`src/hdl/sbe_pkg.sv`:
```
package sbe_pkg;

  localparam int unsigned NumBinsDefault = 512;
  localparam int unsigned RateW  = 18;
  localparam int unsigned BinsW  = 10;
  localparam int unsigned MagW   = 16;
  localparam int unsigned FreqW  = 16;
  localparam int unsigned BandW  = 4;
  localparam int unsigned ValW   = 13;
  localparam int unsigned CfgAddrW = 1;
  localparam int unsigned CfgDataW = 18;
  localparam int unsigned NumBands = 9;
  localparam logic [ValW-1:0] ValueCap = 13'd6144;

  // divider operand widths: dividend covers freq*2*bins and sum*gain
  localparam int unsigned DivW = 40;

  typedef enum logic [1:0] {
    OpWrite = 2'd0,
    OpRange = 2'd1,
    OpBand  = 2'd2,
    OpNone  = 2'd3
  } op_e;

  typedef enum logic [CfgAddrW-1:0] {
    RegSampleRate = 1'b0,
    RegBinsInUse  = 1'b1
  } cfg_reg_e;

  typedef enum logic [2:0] {
    StIdle,
    StIdxLo,
    StIdxHi,
    StSum,
    StAvg,
    StOut
  } state_e;

  function automatic logic [FreqW-1:0] band_lo_hz(input logic [BandW-1:0] b);
    logic [FreqW-1:0] r;
    r = '0;
    case (b)
      4'd0: r = 16'd20;
      4'd1: r = 16'd60;
      4'd2: r = 16'd120;
      4'd3: r = 16'd250;
      4'd4: r = 16'd500;
      4'd5: r = 16'd1000;
      4'd6: r = 16'd2000;
      4'd7: r = 16'd4000;
      4'd8: r = 16'd8000;
      default: r = '0;
    endcase
    return r;
  endfunction

  function automatic logic [FreqW-1:0] band_hi_hz(input logic [BandW-1:0] b);
    logic [FreqW-1:0] r;
    r = '0;
    case (b)
      4'd0: r = 16'd60;
      4'd1: r = 16'd120;
      4'd2: r = 16'd250;
      4'd3: r = 16'd500;
      4'd4: r = 16'd1000;
      4'd5: r = 16'd2000;
      4'd6: r = 16'd4000;
      4'd7: r = 16'd8000;
      4'd8: r = 16'd12000;
      default: r = '0;
    endcase
    return r;
  endfunction

  // gain in tenths
  function automatic logic [5:0] band_gain(input logic [BandW-1:0] b);
    logic [5:0] r;
    r = '0;
    case (b)
      4'd0: r = 6'd60;
      4'd1: r = 6'd50;
      4'd2: r = 6'd40;
      4'd3: r = 6'd30;
      4'd4: r = 6'd28;
      4'd5: r = 6'd25;
      4'd6: r = 6'd22;
      4'd7: r = 6'd20;
      4'd8: r = 6'd18;
      default: r = '0;
    endcase
    return r;
  endfunction

endpackage

```
`src/hdl/sbe_div.sv`:
```
module sbe_div (
  input  logic                      clk_i,
  input  logic                      rst_ni,
  input  logic                      start_i,
  input  logic [sbe_pkg::DivW-1:0]  dividend_i,
  input  logic [sbe_pkg::DivW-1:0]  divisor_i,
  output logic                      done_o,
  output logic [sbe_pkg::DivW-1:0]  quotient_o
);
  import sbe_pkg::*;

  localparam int unsigned CntW = $clog2(DivW + 1);

  // restoring divider, one quotient bit per cycle
  logic [DivW-1:0] quo_q, quo_d;
  logic [DivW-1:0] rem_q, rem_d;
  logic [DivW-1:0] dvs_q, dvs_d;
  logic [CntW-1:0] cnt_q, cnt_d;
  logic            busy_q, busy_d;
  logic            done_q, done_d;
  logic [DivW:0]   trial;
  logic [DivW:0]   shifted;

  always_comb begin
    quo_d = quo_q;
    rem_d = rem_q;
    dvs_d = dvs_q;
    cnt_d = cnt_q;
    busy_d = busy_q;
    done_d = 1'b0;
    shifted = {rem_q, quo_q[DivW-1]};
    trial = shifted - {1'b0, dvs_q};
    if (start_i) begin
      quo_d = dividend_i;
      rem_d = '0;
      dvs_d = divisor_i;
      cnt_d = CntW'(DivW);
      busy_d = 1'b1;
    end else if (busy_q) begin
      if (!trial[DivW]) begin
        rem_d = trial[DivW-1:0];
        quo_d = {quo_q[DivW-2:0], 1'b1};
      end else begin
        rem_d = shifted[DivW-1:0];
        quo_d = {quo_q[DivW-2:0], 1'b0};
      end
      cnt_d = cnt_q - 1'b1;
      if (cnt_q == CntW'(1)) begin
        busy_d = 1'b0;
        done_d = 1'b1;
      end
    end
  end

  always_ff @(posedge clk_i or negedge rst_ni) begin
    if (!rst_ni) begin
      busy_q <= 1'b0;
      done_q <= 1'b0;
      cnt_q  <= '0;
    end else begin
      busy_q <= busy_d;
      done_q <= done_d;
      cnt_q  <= cnt_d;
    end
  end

  always_ff @(posedge clk_i) begin
    quo_q <= quo_d;
    rem_q <= rem_d;
    dvs_q <= dvs_d;
  end

  assign done_o = done_q;
  assign quotient_o = quo_q;

  a_done_pulse: assert property (@(posedge clk_i) disable iff (!rst_ni)
    done_q |=> !done_q) else $error("divider done held");
  a_done_after_busy: assert property (@(posedge clk_i) disable iff (!rst_ni)
    done_d |-> busy_q) else $error("divider done without work");
  a_remainder_bound: assert property (@(posedge clk_i) disable iff (!rst_ni)
    (busy_q && dvs_q != '0) |-> rem_q < dvs_q) else $error("remainder out of range");

endmodule

```
`config.mk`:
```
export PLATFORM = sky130hd
export DESIGN_NAME = sbe_div
export DESIGN_NICKNAME = d
export VERILOG_FILES = /design/src/hdl/sbe_pkg.sv /design/src/hdl/sbe_div.sv
export SDC_FILE = /design/constraint.sdc
export NUM_CORES = 1
export LEC_CHECK = 0
export BUFFER_PORTS_ARGS = -buffer_cell sky130_fd_sc_hd__buf_4
export CORE_ASPECT_RATIO = 0.9
export CORE_MARGIN = 10
export CORE_UTILIZATION = 25
export CTS_BUF_LIST = sky130_fd_sc_hd__clkbuf_8
export DETAILED_ROUTE_END_ITERATION = 8
export GPL_ROUTABILITY_DRIVEN = 0
export SYNTH_ARGS = -nofsm -noshare
export SYNTH_HDL_FRONTEND = slang
export SYNTH_SLANG_ARGS = --single-unit
```
`constraint.sdc`:
```
create_clock -name clk_i -period 4.4 [get_ports clk_i]
set_input_delay 0.44 -clock clk_i [delete_from_list [all_inputs] [get_ports clk_i]]
set_output_delay 0.44 -clock clk_i [all_outputs]
set_load 0.02 [all_outputs]
```
==> flow_summary.json, run 1 <==
{
  "outcome": "finished clean",
  "power_per_cell_area_nw_per_um2": 561.0,
  "synth-simple-area-share": 0.09564,
  "critPathArrivalTime_ps": 3570,
  "post_synth.cell_area_avg_um2": 10.47,
  "post_cts.resized_instances": 0,
  "worst_r2r_endpoint": "rem_q[37]",
  "cts_hold_repair.buffers": 1,
  "synth-seq-area-share": 0.4580,
  "maxClockFrequency_mhz": 310.5,
  "report.final.hold_viol_count": 0,
  "number_of_drc_violations_after_detailed_routing_iteration_0": 300,
  "synthesis.nets": 836,
  "clockRootBuffer": "sky130_fd_sc_hd__clkbuf_8",
  "grt_pass1_vias": 5851,
  "post-synth-top-area-cell": "sky130_fd_sc_hd__edfxtp_1",
  "die_width_um": 201.7,
  "worstRegToRegCells": 11,
  "dieHeight_um": 183.6,
  "yosysWarningCount": 0,
  "unrepaired_setup_endpoints_after_global_routing": "no",
  "design.portCount": 124,
  "die_area_um2": 37030,
  "synth_top_cell_area_share": 0.3233,
  "terminating_pin_of_the_worst_hold_path": "dvs_q[7]",
  "number_of_antenna_violations_at_the_first_check_in_global_routing": 0,
  "synth.top_cells.by_count": "sky130_fd_sc_hd__edfxtp_1 (80), sky130_fd_sc_hd__nor2_1 (63), sky130_fd_sc_hd__inv_1 (56)",
  "crit_type": "flop to flop",
  "final_layout_size_suffix_gt1_frac": 0.2586,
  "totalNegativeSetupSlack_ps": 0,
  "dp.final_hpwl_um": 14560,
  "postSynth.topFlopCell": "sky130_fd_sc_hd__edfxtp_1",
  "design_power_total_mw": 5.113,
  "endpoint_kind": "flop",
  "share_of_flip_flops_with_an_asynchronous_set_or_reset": 0.06250,
  "h_tree_depth_reported_by_cts": 4,
  "synth_area_um2": 7431,
  "max-vdd-ir-drop_uv": 207.4,
  "detail_route.wirelength_um": 19630,
  "r2r-start": "dvs_q[6]",
  "yosys.cell_count.top_type": "sky130_fd_sc_hd__edfxtp_1",
  "synthXorXnorAreaFrac": 0.05203,
  "areaGrowthSynthToFinish_pct": 22.65,
  "cts_setup_buffers": 0,
  "routed-via-count": 5745,
  "hold-path-cell-count": 1,
  "router_iterations_before_antenna_repair": 5,
  "remaining_drc_errors": 0,
  "grt_util_all_layers": 0.1058,
  "maxSlewViolCount": 0,
  "slew_headroom": 0.4199,
  "clk_pin_slew_ps": 90,
  "overflow": 0,
  "synth.distinct_cells": 63,
  "final-seq-area_um2": 3403,
  "grt_max_degree": 61,
  "avgRoutedWirePerCell_um": 15.85,
  "portBuffers": 123,
  "hold_class": "input port to flop",
  "cts-buffers-inserted": 17,
  "post-route-period-util": 0.7319,
  "worst-slew-pin-transition_ps": 866.9,
  "critPathLaunchType": "flop",
  "final_nets": 956,
  "clk-insertion-delay-late_ps": 460,
  "yosys_register_bits": 128,
  "synthCells": 710,
  "wire_length_of_the_first_global_routing_pass_um": 32030,
  "setup_viol": 0,
  "adder_cell_share_of_the_synthesized_area": 0.07341,
  "cts-root-to-sink-buffers": 2,
  "layout_min_cycle_time_ps": 3220,
  "setup_slack_on_the_worst_flop_to_flop_path_ps": 1180,
  "min_from": "divisor_i[7]",
  "synth_edf_count": 80,
  "insertedDiodeCount": 0,
  "cts_num_sinks": 128,
  "maxCapViolations": 0,
  "dominant_combinational_cell_family_by_area_after_synthesis": "compound AO/OA/AOI/OAI gates",
  "cp_max_fo": 6,
  "yosys-top-cells-area": "sky130_fd_sc_hd__edfxtp_1 (32%), sky130_fd_sc_hd__dfxtp_1 (11%), sky130_fd_sc_hd__ha_1 (7.1%), sky130_fd_sc_hd__mux2_2 (5.9%), sky130_fd_sc_hd__mux2i_1 (3.8%)",
  "leakage_nw": 3.817,
  "yosys-mux-area-fraction": 0.09682,
  "fillerInstances": 3031,
  "rows": 59,
  "detail-route-antenna-nets": 0,
  "via_per_inst": 4.637,
  "cp_data_required_time_ps": 4750,
  "tritoncts": "done",
  "initial_util": 0.2555,
  "multiInputGateArea_um2": 3621,
  "floorplan.core_area_um2": 29090,
  "worst_clock_skew_ps": 18.36,
  "synth-compound-area-share": 0.1694
}
[cell usage in the layout, fill, tap and decap left out, types with 3 or more instances in the layout]
| cell type | synthesis | layout |
|---|---|---|
| sky130_fd_sc_hd__a2111oi_0 | 3 | 3 |
| sky130_fd_sc_hd__nand3_1 | 10 | 10 |
| sky130_fd_sc_hd__a211oi_1 | 27 | 27 |
| sky130_fd_sc_hd__edfxtp_1 | 80 | 80 |
| sky130_fd_sc_hd__o21ai_0 | 35 | 35 |
| sky130_fd_sc_hd__mux2_2 | 39 | 39 |
| sky130_fd_sc_hd__clkbuf_8 | 0 | 17 |
| sky130_fd_sc_hd__a21oi_1 | 43 | 43 |
| sky130_fd_sc_hd__a21o_1 | 8 | 8 |
| sky130_fd_sc_hd__a31oi_1 | 8 | 8 |
| sky130_fd_sc_hd__o211ai_1 | 5 | 5 |
| sky130_fd_sc_hd__a311oi_1 | 3 | 3 |
| sky130_fd_sc_hd__o21a_1 | 7 | 7 |
| sky130_fd_sc_hd__dfrtp_1 | 8 | 8 |
| sky130_fd_sc_hd__inv_6 | 0 | 4 |
| sky130_fd_sc_hd__a32oi_1 | 8 | 8 |
| sky130_fd_sc_hd__o21bai_1 | 5 | 5 |
| sky130_fd_sc_hd__inv_1 | 56 | 56 |
| sky130_fd_sc_hd__mux2i_1 | 28 | 28 |
| sky130_fd_sc_hd__ha_1 | 42 | 42 |
| sky130_fd_sc_hd__nor4_1 | 5 | 5 |
| sky130_fd_sc_hd__inv_8 | 0 | 5 |
| sky130_fd_sc_hd__xor2_1 | 14 | 14 |
| sky130_fd_sc_hd__nor3_1 | 11 | 11 |
| sky130_fd_sc_hd__o31ai_1 | 3 | 3 |
| sky130_fd_sc_hd__nand2b_1 | 5 | 5 |
| sky130_fd_sc_hd__o221ai_1 | 3 | 3 |
| sky130_fd_sc_hd__nor2_1 | 63 | 63 |
| sky130_fd_sc_hd__or4b_2 | 3 | 3 |
| sky130_fd_sc_hd__xnor2_1 | 27 | 27 |
| sky130_fd_sc_hd__dfxtp_1 | 40 | 40 |
| sky130_fd_sc_hd__nand4_1 | 6 | 6 |
| sky130_fd_sc_hd__buf_4 | 4 | 132 |
| sky130_fd_sc_hd__nand2_1 | 47 | 47 |
[layer usage]
metal,track usage,up-vias,wire length (um)
li1,-,2859,-
met1,0.1379,2737,9356
met2,0.1647,134,8829
met3,0.03594,15,1287
met4,0.02613,0,159
met5,0,-,0
[worst max path at each step]
stage | start | end | slack (ps) | depth (start not counted)
2_1_floorplan | quotient_o[39] | rem_q[11] | 1220 | 14
3_3_place_gp | quotient_o[39] | rem_q[4] | 1270 | 14
3_5_place_dp | quotient_o[39] | rem_q[33] | 1160 | 14
4_1_cts | quotient_o[39] | rem_q[33] | 1140 | 14
5_1_grt | quotient_o[39] | rem_q[28] | 920 | 14
6_report | dvs_q[6] | rem_q[37] | 1180 | 11
[state kept, by name (all words and copies together), names as in the netlist]
name        flops
busy_q          1
quotient_o     40
rem_q          40
cnt_q           6
dvs_q          40
done_o          1
[metrics by stage]
step	cells	cell area (um^2)	setup slack, ps	hold slack [ps]	utilization
global placement	1206	8725	1267	265.3	0.3000
finish	1239	9114	1180	151.4	0.3133
CTS	1239	9114	1143	109.7	0.3133
floorplan	710	7431	1221	144.4	-
global route	1239	9114	915.8	125.9	0.3133
detailed placement	1206	8725	1163	267.2	0.3000
[critical path, stage by stage (launching register included)]
cell and delay [ps]:
sky130_fd_sc_hd__edfxtp_1 340, sky130_fd_sc_hd__inv_1 50, sky130_fd_sc_hd__ha_1 350, sky130_fd_sc_hd__a211oi_1 380
sky130_fd_sc_hd__o211ai_1 140, sky130_fd_sc_hd__or4b_2 630, sky130_fd_sc_hd__o21a_1 270, sky130_fd_sc_hd__a21oi_1 360
sky130_fd_sc_hd__o21ai_0 230, sky130_fd_sc_hd__xor2_1 190, sky130_fd_sc_hd__nand3_1 100, sky130_fd_sc_hd__nand2_1 60
[power by group]
group / switching, mW / internal (mW)
sequential: 0.200 / 1.54
combinational: 1.34 / 1.04
clock: 0.580 / 0.419
[logic make-up after synthesis]
| kind of cell | count (synthesis) |
|---|---|
| xor gates and xnor gates | 42 |
| adders and majority gates | 43 |
| and+or+nand+nor | 159 |
| DFF | 128 |
| buffers and inverters | 89 |
| muxes | 67 |
| AOI/OAI and AO/OA | 182 |
[layout make-up]
class / instances / share of cell area
clock buffers: 17 / 0.02567
inverters: 57 / 0.02348
multi-input cells: 493 / 0.3973
well taps: 396 / 0.05437
repair buffers: 133 / 0.1098
clock inverters: 15 / 0.01593
flip-flops and latches: 128 / 0.3734
No activity file was read; power rests on OpenSTA's default activity.
==> run 2: changes to the inputs <==
Settings changed: ABC_AREA from default to 1.
Clock period 4.4 ns to 2.82 ns, I/O delays scaled along.
==> run 2 against run 1 <==
Against the previous run: clock power grew 67%; critical path depth increased by 6; sequential share of layout area shrank 5.5 points; combinational power shrank 68%; highest routed layer unchanged; fmax is 30% higher; synthesized cell count is 74% higher; cell count increased by 48%; global-route usage increased by 1.3 points.
==> flow_summary.json, run 2 <==
{
  "post-route-period-util": 0.8771,
  "synthesis.nets": 1359,
  "r2r-start": "quotient_o[39]",
  "number_of_drc_violations_after_detailed_routing_iteration_0": 555,
  "cp_max_fo": 18,
  "h_tree_depth_reported_by_cts": 4,
  "synth-simple-area-share": 0.3437,
  "power.sequential.fraction": 0.472,
  "dp.final_hpwl_um": 18900,
  "final_layout_size_suffix_gt1_frac": 0.1330,
  "adder_cell_share_of_the_synthesized_area": 0.06459,
  "endpoint_kind": "flop",
  "critPathLaunchType": "flop",
  "cts_num_sinks": 128,
  "postSynth.topFlopCell": "sky130_fd_sc_hd__edfxtp_1",
  "outcome": "finished clean",
  "setup.worst_path.end": "rem_q[30]",
  "netSwitchingFraction": 0.2846,
  "router_iterations_before_antenna_repair": 5,
  "grt_use_met3": 0.05292,
  "cp_data_required_time_ps": 3180,
  "synth_area_um2": 8446,
  "yosysWarningCount": 0,
  "fillerInstances": 3603,
  "final_nets": 1527,
  "remaining_drc_errors": 0,
  "dominant_combinational_cell_family_by_area_after_synthesis": "simple AND/OR/NAND/NOR gates",
  "worst_r2r_endpoint": "rem_q[30]",
  "routed-via-count": 7901,
  "busiest_layer": "met2",
  "avgRoutedWirePerCell_um": 13.10,
  "internal_power_mw": 3.301,
  "die_width_um": 213.7,
  "post-synth-top-area-cell": "sky130_fd_sc_hd__edfxtp_1",
  "synth_top_cell_area_share": 0.2844,
  "critPathArrivalTime_ps": 2830,
  "yosys.cell_count.top_type": "sky130_fd_sc_hd__nand2_1",
  "mostFrequentLayoutCells": "sky130_fd_sc_hd__nand2_1 (534), sky130_fd_sc_hd__inv_1 (226), sky130_fd_sc_hd__buf_4 (130)",
  "dieHeight_um": 194.4,
  "power_per_cell_area_nw_per_um2": 432.1,
  "overflow": 0,
  "synth.distinct_cells": 34,
  "synth-seq-area-share": 0.4030,
  "switching_power_mw": 1.314,
  "post_synth.cell_area_avg_um2": 6.850,
  "wire_length_of_the_first_global_routing_pass_um": 39790,
  "hold_class": "input port to flop",
  "setup_slack_on_the_worst_flop_to_flop_path_ps": 350,
  "yosys_register_bits": 128,
  "cts-buffers-inserted": 17,
  "pre_cts_ws_ps": 161.9,
  "number_of_antenna_violations_at_the_first_check_in_global_routing": 2,
  "report.final.hold_viol_count": 0,
  "clockRootBuffer": "sky130_fd_sc_hd__clkbuf_8",
  "portion_of_total_power_attributed_to_the_clock_network": 0.362,
  "via_per_inst": 4.299,
  "cts-root-to-sink-buffers": 2,
  "unrepaired_setup_endpoints_after_global_routing": "no",
  "yosys-top-cells-area": "sky130_fd_sc_hd__edfxtp_1 (28%), sky130_fd_sc_hd__nand2_1 (24%), sky130_fd_sc_hd__inv_1 (10%), sky130_fd_sc_hd__dfxtp_1 (9.5%), sky130_fd_sc_hd__ha_1 (6.2%)",
  "combinationalPowerShare": 0.166,
  "yosys-mux-area-fraction": 0,
  "floorplan.core_area_um2": 33110,
  "detail-route-antenna-nets": 0,
  "worst-slew-pin-transition_ps": 554.3,
  "fin_ws_ps": 346.7,
  "synth.top_cells.by_count": "sky130_fd_sc_hd__nand2_1 (534), sky130_fd_sc_hd__inv_1 (225), sky130_fd_sc_hd__nand3_1 (81)",
  "dpl_cell_area_um2": 9846,
  "share_of_flip_flops_with_an_asynchronous_set_or_reset": 0.06250,
  "rows": 63,
  "maxClockFrequency_mhz": 404.3,
  "max-vdd-ir-drop_uv": 270.3,
  "clk-insertion-delay-late_ps": 470,
  "synthXorXnorAreaFrac": 0.02385,
  "leakage_nw": 5.616,
  "grtUsageMet2": 0.1717,
  "crit_path_start": "quotient_o[39]",
  "slew_headroom": 0.6304,
  "setup_viol": 0,
  "final_design_area_excluding_fillers_um2": 10680,
  "maxCapViolations": 0,
  "synth-compound-area-share": 0.04726,
  "grt_pass1_vias": 7878,
  "clk_pin_slew_ps": 90,
  "mostFrequentLayoutCell": "sky130_fd_sc_hd__nand2_1",
  "maxSlewViolCount": 0,
  "synth_edf_count": 80,
  "worstRegToRegCells": 17,
  "totalNegativeSetupSlack_ps": 0,
  "design.portCount": 124,
  "initial_util": 0.2551,
  "die_area_um2": 41540,
  "crit_type": "flop to flop",
  "areaGrowthSynthToFinish_pct": 26.46,
  "grt_util_all_layers": 0.1186,
  "synthCells": 1233,
  "detail_route.wirelength_um": 24070,
  "tritoncts": "done",
  "finish.utilization": 0.3226,
  "fin_hold_ws_ps": 74.23,
  "grt_max_degree": 43,
  "global_route.usage.met1": 0.1557,
  "layout_min_cycle_time_ps": 2473,
  "portBuffers": 123,
  "worst_clock_skew_ps": 15.00
}
run 2: cell count changes in the layout (fill, tap and decap cells not counted), moves of 17 or more:
cell and delta:
sky130_fd_sc_hd__dlygate4sd3_1 +40, sky130_fd_sc_hd__mux2i_1 -28, sky130_fd_sc_hd__o21ai_0 -17, sky130_fd_sc_hd__nand3_1 +71
sky130_fd_sc_hd__mux2_2 -39, sky130_fd_sc_hd__a211oi_1 -27, sky130_fd_sc_hd__nand2_1 +487, sky130_fd_sc_hd__inv_1 +170
run 2: kinds of logic (layout without fill, tap and decap cells):
group / count (synthesis) / after routing
AOI/OAI and AO/OA: 70 / 70
buffers and inverters: 249 / 430
xor gates and xnor gates: 23 / 23
DFF: 128 / 128
other: 0 / 2
and+or+nand+nor: 720 / 720
adders and majority gates: 43 / 43
run 2: what timing repair did:
action	4_1_cts	5_1_grt
endpoints found under the setup margin	0	34
gates resized for setup	0	2
hold endpoints to repair	48	0
buffers inserted	0	0
hold buffers	41	0
run 2: worst max-delay path: stages, from the launching register on:
cell and delay (ps):
sky130_fd_sc_hd__edfxtp_1 380, sky130_fd_sc_hd__inv_1 90, sky130_fd_sc_hd__ha_1 140, sky130_fd_sc_hd__inv_1 60, sky130_fd_sc_hd__fa_2 380, sky130_fd_sc_hd__nand2_1 70
sky130_fd_sc_hd__nand2_1 80, sky130_fd_sc_hd__nand3_1 80, sky130_fd_sc_hd__nand2_1 110, sky130_fd_sc_hd__nand2_1 100, sky130_fd_sc_hd__nand3_2 120, sky130_fd_sc_hd__nand2_4 120
sky130_fd_sc_hd__nand3_1 110, sky130_fd_sc_hd__nand2_4 150, sky130_fd_sc_hd__buf_12 170, sky130_fd_sc_hd__nand2_1 60, sky130_fd_sc_hd__nand3_1 70, sky130_fd_sc_hd__nand2_1 60
run 2: metrics by stage:
| stage | std cells | power (mW) |
|---|---|---|
| 2_1_floorplan | 1233 | 2.628 |
| 3_3_place_gp | 1763 | 2.938 |
| 3_5_place_dp | 1763 | 2.941 |
| 4_1_cts | 1836 | 4.682 |
| 5_1_grt | 1838 | 4.877 |
| 6_report | 1838 | 4.615 |
run 2: cell type report:
| type | instances | area [um^2] | area share |
|---|---|---|---|
| Multi-Input combinational cell | 856 | 4065 | 0.3806 |
| Inverter | 225 | 844.6 | 0.07908 |
| Clock buffer | 20 | 275.3 | 0.02577 |
| Tap cell | 422 | 528.0 | 0.04944 |
| Antenna cell | 2 | 5.005 | 0.0004686 |
| Clock inverter | 12 | 132.6 | 0.01242 |
| Sequential cell | 128 | 3403 | 0.3187 |
| Timing Repair Buffer | 173 | 1426 | 0.1336 |
run 2: worst min-delay path by stage:
stage,to,depth (start not counted),slack [ps],from
2_1_floorplan,busy_q,0,-10,rst_ni
3_3_place_gp,cnt_q[4],1,110,rst_ni
3_5_place_dp,cnt_q[5],1,110,rst_ni
4_1_cts,quotient_o[32],3,40,dividend_i[32]
5_1_grt,quotient_o[24],3,40,dividend_i[24]
6_report,quotient_o[32],3,70,dividend_i[32]
run 2: power by group through the flow:
stage                     Combinational (mW)  Sequential [mW]  Clock, mW
after floorplan                        0.355             2.27          0
after global placement                 0.722             2.22          0
after detailed placement               0.722             2.22          0
after CTS                              0.773             2.18       1.73
after global routing                   0.860             2.20       1.82
final                                  0.766             2.18       1.67
run 2: per-layer routing:
metal / up-vias / share of wire
li1: 4116 / -
met1: 3546 / 0.47
met5: - / 0
met3: 20 / 0.099
met4: 0 / 0.012
met2: 219 / 0.41
==> run 3: changes to the inputs <==
Clock period 2.82 ns to 2.3 ns, I/O delays scaled along.
==> run 3 against run 2 <==
Against the previous run: the flow now finishes with violations (negative setup slack); routed wire length rose by 7.3%; total power rose by 26%; count of clock-buffer cells in the layout fell by 3; highest routed layer unchanged; clock power rose by 26%; global-route usage rose by 0.33 points; sequential power rose by 23%; sequential share of layout area fell by 2.2 points; non-clock buffer count rose by 53; critical endpoint is now rem_q[21]; worst hold slack got worse by 51 ps; setup slack got worse by 370 ps; utilization rose by 2.4 points; register-to-register slack got worse by 370 ps.
==> flow_summary.json, run 3 (synthesis gave the netlist of run 2 again) <==
{
  "outcome": "finished, violations left",
  "violated_checks": "negative setup slack",
  "die_width_um": 213.7,
  "maxClockFrequency_mhz": 430.5,
  "hold_class": "input port to flop",
  "grt_max_degree": 43,
  "grt_util_all_layers": 0.1219,
  "number_of_drc_violations_after_detailed_routing_iteration_0": 586,
  "setup_viol": 7,
  "finish.utilization": 0.3470,
  "leakage_nw": 6.030,
  "critPathArrivalTime_ps": 2680,
  "routed-via-count": 8174,
  "fillerInstances": 3581,
  "setup_slack_on_the_worst_flop_to_flop_path_ps": -20,
  "tritoncts": "done",
  "crit_type": "flop to flop",
  "remaining_drc_errors": 0,
  "overflow": 0,
  "setup.worst_path.end": "rem_q[21]",
  "final_layout_size_suffix_gt1_frac": 0.2004,
  "cts-buffers-inserted": 17,
  "h_tree_depth_reported_by_cts": 4,
  "clk-insertion-delay-late_ps": 470,
  "router_iterations_before_antenna_repair": 5,
  "max-vdd-ir-drop_uv": 373.0,
  "dp.final_hpwl_um": 19490,
  "via_per_inst": 4.325,
  "fin_ws_ps": -22.81,
  "crit_path_start": "dvs_q[29]",
  "die_area_um2": 41540,
  "number_of_antenna_violations_at_the_first_check_in_global_routing": 1,
  "critPathLaunchType": "flop",
  "detail_route.wirelength_um": 25820,
  "worst_clock_skew_ps": 14.89,
  "critical_path_cell_count": 14,
  "power_per_cell_area_nw_per_um2": 507.4,
  "mostFrequentLayoutCells": "sky130_fd_sc_hd__nand2_1 (513), sky130_fd_sc_hd__inv_1 (228), sky130_fd_sc_hd__buf_4 (173)",
  "portBuffers": 123,
  "rows": 63,
  "cts-root-to-sink-buffers": 2,
  "endpoint_kind": "flop",
  "critical_path.top_delay_family": "compound AO/OA/AOI/OAI gates",
  "cp_slowest_cell": "sky130_fd_sc_hd__ha_1",
  "r2r-start": "dvs_q[29]",
  "initial_util": 0.2551,
  "layout_min_cycle_time_ps": 2323,
  "worst_r2r_endpoint": "rem_q[21]",
  "mostFrequentLayoutCell": "sky130_fd_sc_hd__nand2_1",
  "clockRootBuffer": "sky130_fd_sc_hd__clkbuf_8",
  "maxSlewViolCount": 0,
  "cp_max_fo": 8,
  "final_nets": 1580,
  "unrepaired_setup_endpoints_after_global_routing": "yes",
  "report.final.hold_viol_count": 0,
  "avgRoutedWirePerCell_um": 13.66,
  "critical_path_cell_by_cell": "inv_1, ha_1, a21oi_2, o21ai_1, inv_1, nand2_1, a21oi_4, buf_4, nand3_4, nand2_8, clkbuf_16, nand2_2, nand3_1, nand2_1",
  "design_power_total_mw": 5.829,
  "critical_path.max_stage_delay_ps": 340,
  "clk_pin_slew_ps": 80,
  "areaGrowthSynthToFinish_pct": 36.03,
  "maxCapViolations": 0,
  "cts_num_sinks": 128,
  "critPathBufInv": 4,
  "slew_headroom": 0.6296,
  "dieHeight_um": 194.4,
  "detail-route-antenna-nets": 0,
  "worst-slew-pin-transition_ps": 555.7,
  "design.portCount": 124,
  "post-route-period-util": 1.010,
  "fin_hold_ws_ps": 23.15,
  "grt_pass1_vias": 8424,
  "worstRegToRegCells": 14,
  "cp_data_required_time_ps": 2660,
  "floorplan.core_area_um2": 33110,
  "wire_length_of_the_first_global_routing_pass_um": 41230
}
==> run 3: per-stage QoR <==
step                      setup slack, ps  area, um^2  TNS [ps]  cells
after CTS                         -0.5267       11140    -1.024   1882
after global routing               -140.8       11490     -4586   1890
after floorplan                    -63.25        8458     -1291   1233
after detailed placement           -59.24       10190    -706.9   1804
after global placement              9.447       10190         0   1804
final                              -22.81       11490    -64.37   1890
==> run 3: worst min-delay path by stage <==
stage,from,cells after the start,endpoint
after global placement,rst_ni,1,done_o
after CTS,dividend_i[14],3,quotient_o[14]
after floorplan,rst_ni,0,busy_q
after global routing,dividend_i[10],3,quotient_o[10]
after detailed placement,rst_ni,1,done_o
final,dividend_i[20],3,quotient_o[20]
==> run 3: timing repair <==
action	CTS	global route
buffers inserted	4	3
setup endpoints to repair	37	41
gates cloned	1	4
hold endpoints to repair	48	0
hold buffers	41	0
resized for setup	17	58
pin swaps	5	7
==> run 3: worst min-delay path, delay by kind of cell <==
kind	cells	cell delay, ps
AND/OR/NAND/NOR	2	90
buffers and inverters	1	80
==> run 3: report_power, final <==
group          total, mW  switching [mW]  internal, mW
combinational       1.04           0.584         0.458
sequential          2.68          0.0789          2.60
clock               2.11           0.953          1.16
total               5.83            1.62          4.21
==> run 3: layout make-up <==
class / instances / area (um^2) / share of cell area
Clock buffer: 17 / 234.0 / 0.02037
Inverter: 225 / 844.6 / 0.07351
Sequential cell: 128 / 3403 / 0.2962
Clock inverter: 15 / 181.4 / 0.01579
Antenna cell: 1 / 2.502 / 0.0002178
Timing Repair Buffer: 226 / 1951 / 0.1698
Multi-Input combinational cell: 856 / 4344 / 0.3781
Tap cell: 422 / 528.0 / 0.04596
==> run 3: layer usage <==
| layer | share of wire | global-route usage | vias to the layer above |
|---|---|---|---|
| met5 | 0 | 0 | - |
| met3 | 0.097 | 0.05340 | 16 |
| met4 | 0.0083 | 0.02665 | 0 |
| met1 | 0.47 | 0.1546 | 3705 |
| met2 | 0.43 | 0.1866 | 238 |
| li1 | - | - | 4215 |
